==> src/scfe_pkg.sv <==
`timescale 1ns / 1ps
// ----------------------------------------------------------------------------
// scfe_pkg: shared types and constants
// Result kinds, opcodes, the command word that runs from the front part to
// the back part, and the back sequencer's states.
// ----------------------------------------------------------------------------
package scfe_pkg;

	localparam int TIME_W  = 64;
	localparam int COUNT_W = 32;
	localparam int POINT_W = 5;
	localparam int VALUE_W = 8;

	localparam int Q_DEPTH = 2;
	localparam int Q_PTR_W = 1;
	localparam int Q_LVL_W = 2;

	localparam logic OP_SUBMIT = 1'b0;
	localparam logic OP_FLUSH  = 1'b1;

	typedef enum logic [1:0] {
		KIND_HEADER = 2'd0,
		KIND_ENTRY  = 2'd1,
		KIND_FINAL  = 2'd2
	} kind_t;

	typedef enum logic [1:0] {
		B_IDLE,
		B_HEADER,
		B_SCAN,
		B_TAIL
	} bstate_t;

	typedef struct packed {
		logic               sweep;
		logic               flush;
		logic               upd;
		logic [POINT_W-1:0] point;
		logic [VALUE_W-1:0] value;
		logic [TIME_W-1:0]  hdr_time;
	} cmd_t;

	typedef struct packed {
		logic scanning;
		logic flags_any;
	} bk_status_t;

endpackage

==> src/scfe_front.sv <==
`timescale 1ns / 1ps
// ----------------------------------------------------------------------------
// scfe_front: input classifier
// Accepts items, tracks the open and swept frame times, and turns each item
// into a command for the back part.
// ----------------------------------------------------------------------------
module scfe_front import scfe_pkg::*; #(
	parameter int NUM_POINTS = 32
) (
	input  logic               clk,
	input  logic               arst_n,
	input  logic               item_valid,
	output logic               item_stall,
	input  logic               opcode,
	input  logic [TIME_W-1:0]  sample_time,
	input  logic               has_point,
	input  logic [POINT_W-1:0] point_index,
	input  logic [VALUE_W-1:0] sample_value,
	input  logic               q_full,
	output logic               push,
	output cmd_t               push_cmd
);

	logic              first_q;
	logic [TIME_W-1:0] open_q;
	logic [TIME_W-1:0] swept_q;
	logic              sweep;
	logic              is_flush;
	logic              point_ok;

	assign item_stall = q_full;
	assign push       = item_valid & ~q_full;
	assign is_flush   = (opcode == OP_FLUSH);
	assign point_ok   = (32'(point_index) < 32'(NUM_POINTS));

	always_comb begin
		if (is_flush) begin
			sweep = (open_q != swept_q);
		end else begin
			sweep = !first_q && (sample_time != open_q);
		end
		push_cmd.sweep    = sweep;
		push_cmd.flush    = is_flush;
		push_cmd.upd      = !is_flush && has_point && point_ok;
		push_cmd.point    = point_index;
		push_cmd.value    = sample_value;
		push_cmd.hdr_time = open_q;
	end

	always_ff @(posedge clk or negedge arst_n) begin
		if (!arst_n) begin
			first_q <= 1'b1;
			open_q  <= '0;
			swept_q <= '1;
		end else if (push) begin
			// a closed frame is marked swept at its own time
			if (sweep) begin
				swept_q <= open_q;
			end
			if (!is_flush) begin
				open_q  <= sample_time;
				first_q <= 1'b0;
			end
		end
	end

endmodule

==> src/scfe_queue.sv <==
`timescale 1ns / 1ps
// ----------------------------------------------------------------------------
// scfe_queue: command queue
// Two-entry FIFO that decouples the classifier from the frame sequencer.
// ----------------------------------------------------------------------------
module scfe_queue import scfe_pkg::*; (
	input  logic               clk,
	input  logic               arst_n,
	input  logic               push,
	input  cmd_t               push_cmd,
	input  logic               pop,
	output cmd_t               pop_cmd,
	output logic               full,
	output logic               empty,
	output logic [Q_LVL_W-1:0] level
);

	cmd_t               mem_q [Q_DEPTH];
	logic [Q_PTR_W-1:0] wr_ptr_q;
	logic [Q_PTR_W-1:0] rd_ptr_q;
	logic [Q_LVL_W-1:0] lvl_q;

	assign full    = (lvl_q == Q_LVL_W'(Q_DEPTH));
	assign empty   = (lvl_q == '0);
	assign level   = lvl_q;
	assign pop_cmd = mem_q[rd_ptr_q];

	always_ff @(posedge clk) begin
		if (push) begin
			mem_q[wr_ptr_q] <= push_cmd;
		end
	end

	always_ff @(posedge clk or negedge arst_n) begin
		if (!arst_n) begin
			wr_ptr_q <= '0;
			rd_ptr_q <= '0;
			lvl_q    <= '0;
		end else begin
			if (push) begin
				wr_ptr_q <= wr_ptr_q + 1'b1;
			end
			if (pop) begin
				rd_ptr_q <= rd_ptr_q + 1'b1;
			end
			if (push && !pop) begin
				lvl_q <= lvl_q + 1'b1;
			end else if (pop && !push) begin
				lvl_q <= lvl_q - 1'b1;
			end
		end
	end

endmodule

==> src/scfe_back.sv <==
`timescale 1ns / 1ps
// ----------------------------------------------------------------------------
// scfe_back: frame sequencer
// Holds point values and changed flags, emits headers, changed entries and
// final markers one per cycle unless stalled, and applies sample updates.
// ----------------------------------------------------------------------------
module scfe_back import scfe_pkg::*; #(
	parameter int NUM_POINTS = 32
) (
	input  logic               clk,
	input  logic               arst_n,
	input  logic               q_empty,
	input  cmd_t               q_cmd,
	output logic               pop,
	output logic               res_valid,
	input  logic               res_stall,
	output logic [1:0]         kind,
	output logic [TIME_W-1:0]  frame_time,
	output logic [COUNT_W-1:0] entry_index,
	output logic [POINT_W-1:0] changed_point,
	output logic [VALUE_W-1:0] changed_value,
	output logic               last,
	output bk_status_t         status
);

	localparam int IDX_W = (NUM_POINTS > 1) ? $clog2(NUM_POINTS) : 1;

	bstate_t              state_q, state_d;
	cmd_t                 cmd_q;
	logic [VALUE_W-1:0]   values_q [NUM_POINTS];
	logic [NUM_POINTS-1:0] flags_q;
	logic [COUNT_W-1:0]   count_q;

	logic                 res_valid_q;
	kind_t                kind_q, kind_d;
	logic [TIME_W-1:0]    time_q, time_d;
	logic [COUNT_W-1:0]   index_q, index_d;
	logic [POINT_W-1:0]   point_q, point_d;
	logic [VALUE_W-1:0]   value_q, value_d;
	logic                 last_q, last_d;

	logic                 slot_free;
	logic                 load;
	logic                 clr;
	logic                 apply;
	logic                 flags_any;
	logic                 more;
	logic [IDX_W-1:0]     sel;
	logic [IDX_W-1:0]     pidx;
	logic [IDX_W-1:0]     rd_idx;
	logic [VALUE_W-1:0]   rd_val;

	assign slot_free = !res_valid_q || !res_stall;
	assign flags_any = |flags_q;
	// more than one flag set: something remains after the lowest one
	assign more      = |(flags_q & (flags_q - NUM_POINTS'(1)));
	assign pidx      = cmd_q.point[IDX_W-1:0];
	assign rd_idx    = (state_q == B_SCAN) ? sel : pidx;
	assign rd_val    = values_q[rd_idx];

	always_comb begin
		sel = '0;
		for (int i = NUM_POINTS - 1; i >= 0; i--) begin
			if (flags_q[i]) begin
				sel = IDX_W'(i);
			end
		end
	end

	always_comb begin
		state_d = state_q;
		pop     = 1'b0;
		load    = 1'b0;
		clr     = 1'b0;
		apply   = 1'b0;
		kind_d  = KIND_HEADER;
		time_d  = '0;
		index_d = '0;
		point_d = '0;
		value_d = '0;
		last_d  = 1'b0;
		unique case (state_q)
			B_IDLE: begin
				if (!q_empty) begin
					pop     = 1'b1;
					state_d = q_cmd.sweep ? B_HEADER : B_TAIL;
				end
			end
			B_HEADER: begin
				if (slot_free) begin
					load    = 1'b1;
					kind_d  = KIND_HEADER;
					time_d  = cmd_q.hdr_time;
					index_d = count_q;
					last_d  = !flags_any && !cmd_q.flush;
					state_d = flags_any ? B_SCAN : B_TAIL;
				end
			end
			B_SCAN: begin
				if (slot_free) begin
					load    = 1'b1;
					clr     = 1'b1;
					kind_d  = KIND_ENTRY;
					point_d = POINT_W'(sel);
					value_d = rd_val;
					last_d  = !more && !cmd_q.flush;
					if (!more) begin
						state_d = B_TAIL;
					end
				end
			end
			B_TAIL: begin
				if (cmd_q.flush) begin
					if (slot_free) begin
						load    = 1'b1;
						kind_d  = KIND_FINAL;
						index_d = count_q;
						last_d  = 1'b1;
						state_d = B_IDLE;
					end
				end else begin
					apply   = 1'b1;
					state_d = B_IDLE;
				end
			end
			default: begin
				state_d = B_IDLE;
			end
		endcase
	end

	always_ff @(posedge clk or negedge arst_n) begin
		if (!arst_n) begin
			state_q     <= B_IDLE;
			flags_q     <= '0;
			count_q     <= '0;
			res_valid_q <= 1'b0;
			for (int i = 0; i < NUM_POINTS; i++) begin
				values_q[i] <= '1;
			end
		end else begin
			state_q <= state_d;
			if (clr) begin
				flags_q[sel] <= 1'b0;
				count_q      <= count_q + 1'b1;
			end
			if (apply && cmd_q.upd) begin
				// flag only the first change within the frame, always keep latest value
				if (!flags_q[pidx] && (rd_val != cmd_q.value)) begin
					flags_q[pidx] <= 1'b1;
				end
				values_q[pidx] <= cmd_q.value;
			end
			if (load) begin
				res_valid_q <= 1'b1;
			end else if (!res_stall) begin
				res_valid_q <= 1'b0;
			end
		end
	end

	always_ff @(posedge clk) begin
		if (pop) begin
			cmd_q <= q_cmd;
		end
		if (load) begin
			kind_q  <= kind_d;
			time_q  <= time_d;
			index_q <= index_d;
			point_q <= point_d;
			value_q <= value_d;
			last_q  <= last_d;
		end
	end

	assign res_valid        = res_valid_q;
	assign kind             = kind_q;
	assign frame_time       = time_q;
	assign entry_index      = index_q;
	assign changed_point    = point_q;
	assign changed_value    = value_q;
	assign last             = last_q;
	assign status.scanning  = (state_q == B_SCAN);
	assign status.flags_any = flags_any;

endmodule

==> src/sparse_change_frame_encoder.sv <==
`timescale 1ns / 1ps
// ----------------------------------------------------------------------------
// sparse_change_frame_encoder: change-trace frame encoder
// Encodes timestamped point samples as compressed-sparse-row frames.
// ----------------------------------------------------------------------------
// A sample that does not close a frame takes the idle and tail states of the
// frame sequencer; one that closes a frame takes idle, header, a scan step
// per changed point in it and tail, and a flush takes idle and tail, plus
// header and scan when it closes an unswept frame. The sequencer emits one
// result per cycle unless stalled. A two-entry command queue lets the input
// side accept ahead of the sequencer; the result register holds a waiting result.
// ----------------------------------------------------------------------------
module sparse_change_frame_encoder import scfe_pkg::*; #(
	parameter int NUM_POINTS = 32
) (
	input  logic               clk,
	input  logic               arst_n,
	input  logic               item_valid,
	output logic               item_stall,
	input  logic               opcode,
	input  logic [TIME_W-1:0]  sample_time,
	input  logic               has_point,
	input  logic [POINT_W-1:0] point_index,
	input  logic [VALUE_W-1:0] sample_value,
	output logic               res_valid,
	input  logic               res_stall,
	output logic [1:0]         kind,
	output logic [TIME_W-1:0]  frame_time,
	output logic [COUNT_W-1:0] entry_index,
	output logic [POINT_W-1:0] changed_point,
	output logic [VALUE_W-1:0] changed_value,
	output logic               last
);

	logic               push;
	cmd_t               push_cmd;
	logic               pop;
	cmd_t               pop_cmd;
	logic               q_full;
	logic               q_empty;
	logic [Q_LVL_W-1:0] q_level;
	bk_status_t         bk_status;

	scfe_front #(
		.NUM_POINTS(NUM_POINTS)
	) u_front (
		.clk          (clk),
		.arst_n       (arst_n),
		.item_valid   (item_valid),
		.item_stall   (item_stall),
		.opcode       (opcode),
		.sample_time  (sample_time),
		.has_point    (has_point),
		.point_index  (point_index),
		.sample_value (sample_value),
		.q_full       (q_full),
		.push         (push),
		.push_cmd     (push_cmd)
	);

	scfe_queue u_queue (
		.clk      (clk),
		.arst_n   (arst_n),
		.push     (push),
		.push_cmd (push_cmd),
		.pop      (pop),
		.pop_cmd  (pop_cmd),
		.full     (q_full),
		.empty    (q_empty),
		.level    (q_level)
	);

	scfe_back #(
		.NUM_POINTS(NUM_POINTS)
	) u_back (
		.clk           (clk),
		.arst_n        (arst_n),
		.q_empty       (q_empty),
		.q_cmd         (pop_cmd),
		.pop           (pop),
		.res_valid     (res_valid),
		.res_stall     (res_stall),
		.kind          (kind),
		.frame_time    (frame_time),
		.entry_index   (entry_index),
		.changed_point (changed_point),
		.changed_value (changed_value),
		.last          (last),
		.status        (bk_status)
	);

	// an entry scan runs only while some changed flag is still set
	a_scan_has_flags: assert property (@(posedge clk) disable iff (!arst_n)
		bk_status.scanning |-> bk_status.flags_any)
		else $error("entry scan with no changed flag set");

	// the final marker always closes the results of a flush
	a_final_is_last: assert property (@(posedge clk) disable iff (!arst_n)
		(res_valid && (kind == KIND_FINAL)) |-> last)
		else $error("final marker without last");

	// the command queue never holds more than its depth
	a_queue_bound: assert property (@(posedge clk) disable iff (!arst_n)
		(q_level <= Q_LVL_W'(Q_DEPTH)) && (item_stall == (q_level == Q_LVL_W'(Q_DEPTH))))
		else $error("command queue level out of bounds");

endmodule
==> config.mk <==
export PLATFORM = sky130hd
export DESIGN_NAME = sparse_change_frame_encoder
export DESIGN_NICKNAME = d
export VERILOG_FILES = /design/src/scfe_pkg.sv /design/src/scfe_front.sv /design/src/scfe_queue.sv /design/src/scfe_back.sv /design/src/sparse_change_frame_encoder.sv
export SDC_FILE = /design/constraint.sdc
export NUM_CORES = 1
export LEC_CHECK = 0
export BUFFER_PORTS_ARGS = -buffer_cell sky130_fd_sc_hd__buf_2
export CORE_MARGIN = 10
export CORE_UTILIZATION = 65
export DETAILED_ROUTE_END_ITERATION = 7
export PLACE_DENSITY_LB_ADDON = 0.1
export SLEW_MARGIN = 40
export SYNTH_ARGS = -nofsm -noshare
export SYNTH_HDL_FRONTEND = slang
export SYNTH_SLANG_ARGS = --single-unit
==> constraint.sdc <==
create_clock -name clk -period 18.3 [get_ports clk]
set_input_delay 3.66 -clock clk [delete_from_list [all_inputs] [get_ports clk]]
set_output_delay 3.66 -clock clk [all_outputs]
set_load 0.03 [all_outputs]
# == After elaboration in Yosys (flattened, before gate mapping) ==
# Memory sizes are Yosys's and may differ from the RTL's.
# Index checks and enable logic that the tools add are counted.
# totals
inputBits,83
word_cells,204
out_inout_bits,114
romBits,0
mem_count,1
latch_bits,0
ff_bits,647
ram_bits,160
# memory_table
memory,depth,width,rd,rd_clocked_by_memory_dff,write_ports,line,text
u_queue.mem_q,2,80,1,0,1,scfe_queue.sv:18,cmd_t mem_q [Q_DEPTH];
# op_classes
reduce_logical,33
mux,82
multipliers,0
bitwise_logic,9
n_addsub,6
eq_ne,13
order_cmp,7
div,0
shift,0
# op_table
operator,count
$bwmux 256,1
$mux 5,33
$mux 32,5
$ne 64x64->1,2
$and 32x32->32,2
$pmux 32 s2,1
$reduce_or 32->1,2
$bmux 8 s5,1
$demux 8 s5,1
$add 32x1->32 const B,1
$not 32->32,1
$or 32x32->32,1
$sub 32x1->32 const B,1
$mux 8,3
$mux 2,11
$mux 1,19
$ge 6x6->1 const B,2
$lt 5x6->1 const B,2
$not 5->6,2
$logic_and 1x1->1,11
$demux 1 s5,2
$ge 5x1->1 const B,2
$logic_not 1->1,10
$ne 8x8->1,1
22 further kinds,33

# == Depth between registers and ports, before layout ==
# logic_depth
depth_word,42
mapped_depth,19
mapped_depth_nobuf,14

# == Hierarchy ==
# A second synthesis with hierarchy kept.
# hier_totals
cells_unflattened,2417
area_unflattened_um2,36083.4
# by_module_without_submodules
mod,area_each_um2,cells_per_inst,seq_area_each_um2,instances
scfe_back,23246.0,1685,14138.6,1
scfe_front,6477.5,467,3309.4,1
scfe_queue,6359.8,265,4904.7,1

# == Least setup slack after synthesis ==
# Ideal clock, no wire load.
# synth_path
path_type,input -> register
start,input res_stall
end,"register u_back.point_q[0], in the netlist u_back.changed_point[0], enable pin"
path_buffers,1
t_arrival_ns,9.583
setup_time_ns,0.622
setup_slack_ns,8.095
path_stages,4
t_required_ns,17.678
cell_sequence,nand2_1 -> clkbuf_1 -> nand2_1 -> a21oi_1
# synth_via
elab_chain_cells,5
# synth_lines
element,line,text
"start, declared",sparse_change_frame_encoder.sv:26,"input logic res_stall,"
$logic_not 1->1 *,scfe_back.sv:53,assign slot_free = !res_valid_q || !res_stall;
$logic_or 1x1->1 *,scfe_back.sv:53,
$mux 1 *,"scfe_back.sv:90, scfe_back.sv:100, scfe_back.sv:114",
$mux 1,scfe_back.sv:113,if (cmd_q.flush) begin
$pmux 1 s2 *,scfe_back.sv:82,unique case (state_q)
named net u_back.load,scfe_back.sv:43,logic load;
"end signal, assigned",scfe_back.sv:170,point_q <= point_d;
"end, declared",scfe_back.sv:38,"logic [POINT_W-1:0] point_q, point_d;"
# Mark *: on every way through the listed nets, which the timed path passes. The rest lies on a longest branch.
# A chain may end at the register's enable or synchronous reset.

# == Worst setup path in the final report ==
# layout_path
start,register u_back.state_q[0]
end,register u_back.flags_q[31]
# layout_via
elab_chain_cells,10
word_cells_on_any_way,16
cone_classes,eq/ne (3); mux (9); bitwise (2); reduce/logical (2)
# layout_lines
element,line,text
"start, declared",scfe_back.sv:28,"bstate_t state_q, state_d;"
"start signal, assigned",scfe_back.sv:142,state_q <= state_d;
$eq 2x2->1,"scfe_back.sv:58, scfe_back.sv:82",
$mux 5,scfe_back.sv:58,assign rd_idx = (state_q == B_SCAN) ? sel : pidx;
$not 5->6 (not written as such),scfe_back.sv:59,assign rd_val = values_q[rd_idx];
$bmux 8 s5,scfe_back.sv:59,
$mux 8 (not written as such) (2 in series),scfe_back.sv:59,
$ne 8x8->1,scfe_back.sv:149,if (!flags_q[pidx] && (rd_val != cmd_q.value)) begin
$logic_and 1x1->1,scfe_back.sv:149,
$mux 32,scfe_back.sv:149,
$mux 32 *,scfe_back.sv:147,if (apply && cmd_q.upd) begin
"end signal, assigned",scfe_back.sv:135,flags_q <= '0;
"end signal, assigned by index",scfe_back.sv:144,flags_q[sel] <= 1'b0;
"end signal, assigned by index",scfe_back.sv:150,flags_q[pidx] <= 1'b1;
"end, declared",scfe_back.sv:31,logic [NUM_POINTS-1:0] flags_q;
# Every way passes the cells marked *; elsewhere a longest branch is shown, timed or not. The select of a mux whose other input is x is not followed.

==> results by group <==
STA
  • Unrepaired setup endpoints after global routing: false
  • Skew final: approximately 0.033 ns
  • Final hold slack: 0.4795 ns
  • Final Max Slew Viols: 0
  • Final setup viols: 0
  • Max Clk Rate: ~150 MHz
  • Total negative slack: 0 ns
  • Period minus WS final: 6.633 ns
  • Relative slew slack: between 40 and 50%
  • Final worst-path cycle share: a little over a third
  • Worst slew pin tran: 0.8772 ns
  • Setup WS post-layout: about 12 ns
  • Final hold violation count: 0

Power
  • Int Pwr: roughly 4.2 mW
  • Peak VDD IR: 0.2333 mV
  • Clock power share: 24.3%
  • Part of the power in registers: between 30 and 40%
  • PwrDens: between 150 and 200 nW/µm²
  • Sw Share: between 40% and 50%
  • Combinational power share: 38.2%
  • Cell leakage power: ~16 nW
  • Net Switching: between 2 and 3 mW

Worst hold path
  • HP Class: flop to flop

Floorplanning
  • Number of I/O pins: between 150 and 200
  • Die Y: around 260 µm
  • Starting Density: about 66%
  • CORE AREA: around 55000 µm²
  • Chip width: 255.4 µm
  • Row count: between 80 and 90
  • Die area: between 60000 and 70000 µm²

Yosys
  • Syn_area_per_cell: 13.63 µm²
  • FF+latch count, synth: around 810
  • Dominant synthesized flop cell: edfxtp_1
  • Synth Net Count: 2732
  • Most area-hungry cell type in the Yosys netlist: edfxtp_1
  • Sequential fraction of the synthesis area: just over 60%
  • Async SR Flop Fraction: about 57%
  • Number of synthesized flops with an enable pin: roughly 350
  • Synth top area share: between 20% and 30%
  • Cells after Synth: approximately 2.6k
  • Synth warnings: 0
  • Top post-synthesis cells by area: edfxtp_1 (29%), dfstp_2 (23%), mux2_2 (13%)
  • Post-Synthesis Cell Area: 36020 µm²
  • Netlist cell types: around 100

Clock network
  • Root buf cell: clkbuf_16
  • Worst-Skew Late Latency: between 0.6 and 0.7 ns
  • Worst-path clk slew: roughly 0.060 ns
  • # H-tree levels: 3
  • TritonCTS clock tree: yes
  • Post-cts resize count: 0
  • # clock sinks: 807
  • Max Root-Sink Buffers: 3
  • Num CTS Buffers: 82
  • Number of buffers added for setup after CTS: 0
  • Hold Buf Count CTS: 0

Critical path
  • Worst R2R Setup Slack: between 10 and 15 ns
  • WP data arrival: roughly 7 ns
  • Critical path class: flop to flop
  • Worst Path Max Fanout: between 60 and 70
  • Critical Path Start Type: flop
  • Worst path required time: approximately 19 ns
  • Worst setup EP type: flop

Drt
  • Antenna viol nets, final: 0
  • Post-route DRC: 0
  • Vias: 23.20k
  • Vias/cell: between 6 and 7
  • DRT iter0 DRCs: 1939
  • DRT Wirelength: 95720 µm
  • Pre-Repair DR Iteration Count: 6
  • Wire length per cell: 26.37 µm

Cells and area
  • Fraction of layout instances using a drive strength above 1: approximately two fifths
  • Final #Nets: 2904
  • Post-route cell area: about 40000 µm²
  • P&R area growth vs syn: 12.27%

Placed design
  • Place WS: 11.57 ns
  • Placer Congestion: slightly above 0.9
  • Hpwl dp: 63020 µm
  • Port bufs: between 150 and 200
  • Area of placed instances: about 38000 µm²

Global route
  • GR Overflow Total: 0
  • GRT Total Usage: between 20% and 30%
  • Initial antenna violation count: 6
  • Vias in the first global route: roughly 24k
  • First-pass GRT wire length: ~150000 µm
  • Largest net degree at the start of global routing: 94

Run
  • Max-cap violation count: 0

Outcome
  • Status: completed
final cells by class:
type	instances	area (µm²)
diodes	1	2.502
clock buffers	121	2375
clock inverters	30	382.9
fillers	3539	14550
inverters	48	181.4
multi-input cells	1635	12840
flip-flops and latches	807	22360
well taps	748	935.9
repair buffers	240	1361
critical path, stage by stage (launching register included):
cell	delay, ns
dfrtp_1	0.45
inv_1	0.14
ha_1	0.15
buf_4	0.29
inv_1	0.36
nor3_1	0.48
o211ai_4	0.11
buf_4	0.37
nand2_4	0.55
buf_4	0.74
mux2i_1	0.20
a2111oi_1	0.67
nand3_1	0.17
a211oi_2	0.24
nand4_1	0.21
a2111oi_4	0.48
buf_4	0.54
o31ai_1	0.17
cell usage in the layout, fill, tap and decap left out, types with 9 or more instances in the layout:
master	netlist	routed
clkbuf_16	0	84
nor2_1	70	57
mux2i_1	28	27
a22o_1	9	9
nand3_1	47	47
a221oi_1	18	18
mux2_2	416	416
a311oi_1	10	10
buf_6	9	9
xnor2_1	52	52
o21ai_0	109	109
a211oi_1	41	40
nor2b_1	11	11
nor3_1	15	14
buf_2	11	195
o22ai_1	12	12
nand2_1	216	215
and3_1	115	114
a31oi_1	10	10
and2_1	44	43
nor4_1	38	36
dfrtp_1	135	134
a21oi_1	39	36
dfstp_2	321	321
inv_1	46	45
nand4_1	24	24
nor2_2	2	14
clkinv_2	0	12
buf_4	2	34
a32oi_1	10	10
xor2_1	92	92
edfxtp_1	351	351
o21ai_2	16	16
o211ai_1	10	10
o31ai_2	15	15
clkbuf_8	7	14
clkbuf_1	114	23
cell families after synthesis:
group                    share of synthesized area [%]
flip-flops                                       62.06
XOR/XNOR                                         3.502
AND/OR/NAND/NOR                                  9.091
AO/OA/AOI/OAI                                    8.112
buffers and inverters                            2.668
adder cells (fa/ha/maj)                         0.2710
multiplexers                                     14.30
worst paths after layout:
path | start | end | cells past startpoint
setup reg to reg | u_back.state_q[0] | u_back.flags_q[31] | 17
hold reg to reg | u_back.values_q[33] | u_back.values_q[33] | 2
hold / removal | u_back.values_q[33] | u_back.values_q[33] | 2
setup / recovery | u_back.state_q[0] | u_back.flags_q[31] | 17
min in group asynchronous | arst_n | u_back.flags_q[26] | 1
max in group asynchronous | arst_n | u_back.values_q[229] | 3
per-layer routing:
layer  track usage (%)  wire, µm  vias to the layer above
li1                  -         -                    10130
met1             37.47     37940                    11940
met2             47.86     47280                      919
met3             4.455      6262                      207
met4             13.09      4228                        2
met5                 0        13                        -
power by group through the flow:
stage                     clock (mW)  sequential (mW)  combinational, mW
after floorplan                    0             2.60               1.75
after global placement             0             2.64               2.58
after detailed placement           0             2.67               2.62
after CTS                       1.73             2.64               2.64
after global routing            1.80             2.68               2.85
final                           1.71             2.65               2.70
registers in the layout, indices dropped and copies added (netlist names), 5 cells and up:
register and cells:
u_back.changed_point 5, u_back.changed_value 8, u_back.cmd_q 74, u_back.count_q 32, u_back.entry_index 32, u_back.flags_q 32
u_back.frame_time 64, u_back.pidx 5, u_back.values_q 256, u_front.open_q 64, u_front.swept_q 64, u_queue.mem_q 160
cells in the mapped netlist, drive strengths merged, types with 8 or more instances:
library cell / instances
mux2: 416
edfxtp: 351
dfstp: 321
nand2: 218
dfrtp: 135
o21ai: 127
clkbuf: 124
and3: 117
xor2: 92
nor2: 72
xnor2: 52
nand3: 47
inv: 46
and2: 44
a211oi: 43
nor4: 41
a21oi: 39
mux2i: 28
buf: 24
nand4: 24
o31ai: 23
a221oi: 18
nor3: 15
a31oi: 12
o211ai: 12
o22ai: 12
a2111oi: 11
nor2b: 11
a311oi: 10
a32oi: 10
a22o: 9
mux4: 8
nand2b: 8
metrics by stage:
| step | power (mW) | std cells | utilization (%) |
|---|---|---|---|
| global placement | 5.226 | 3478 | 68.28 |
| floorplan | 4.354 | 2642 | - |
| finish | 7.053 | 3630 | 73.54 |
| detailed placement | 5.283 | 3478 | 68.45 |
| CTS | 7.004 | 3629 | 73.47 |
| global route | 7.330 | 3630 | 73.54 |
(Power assumes the default switching activity.)
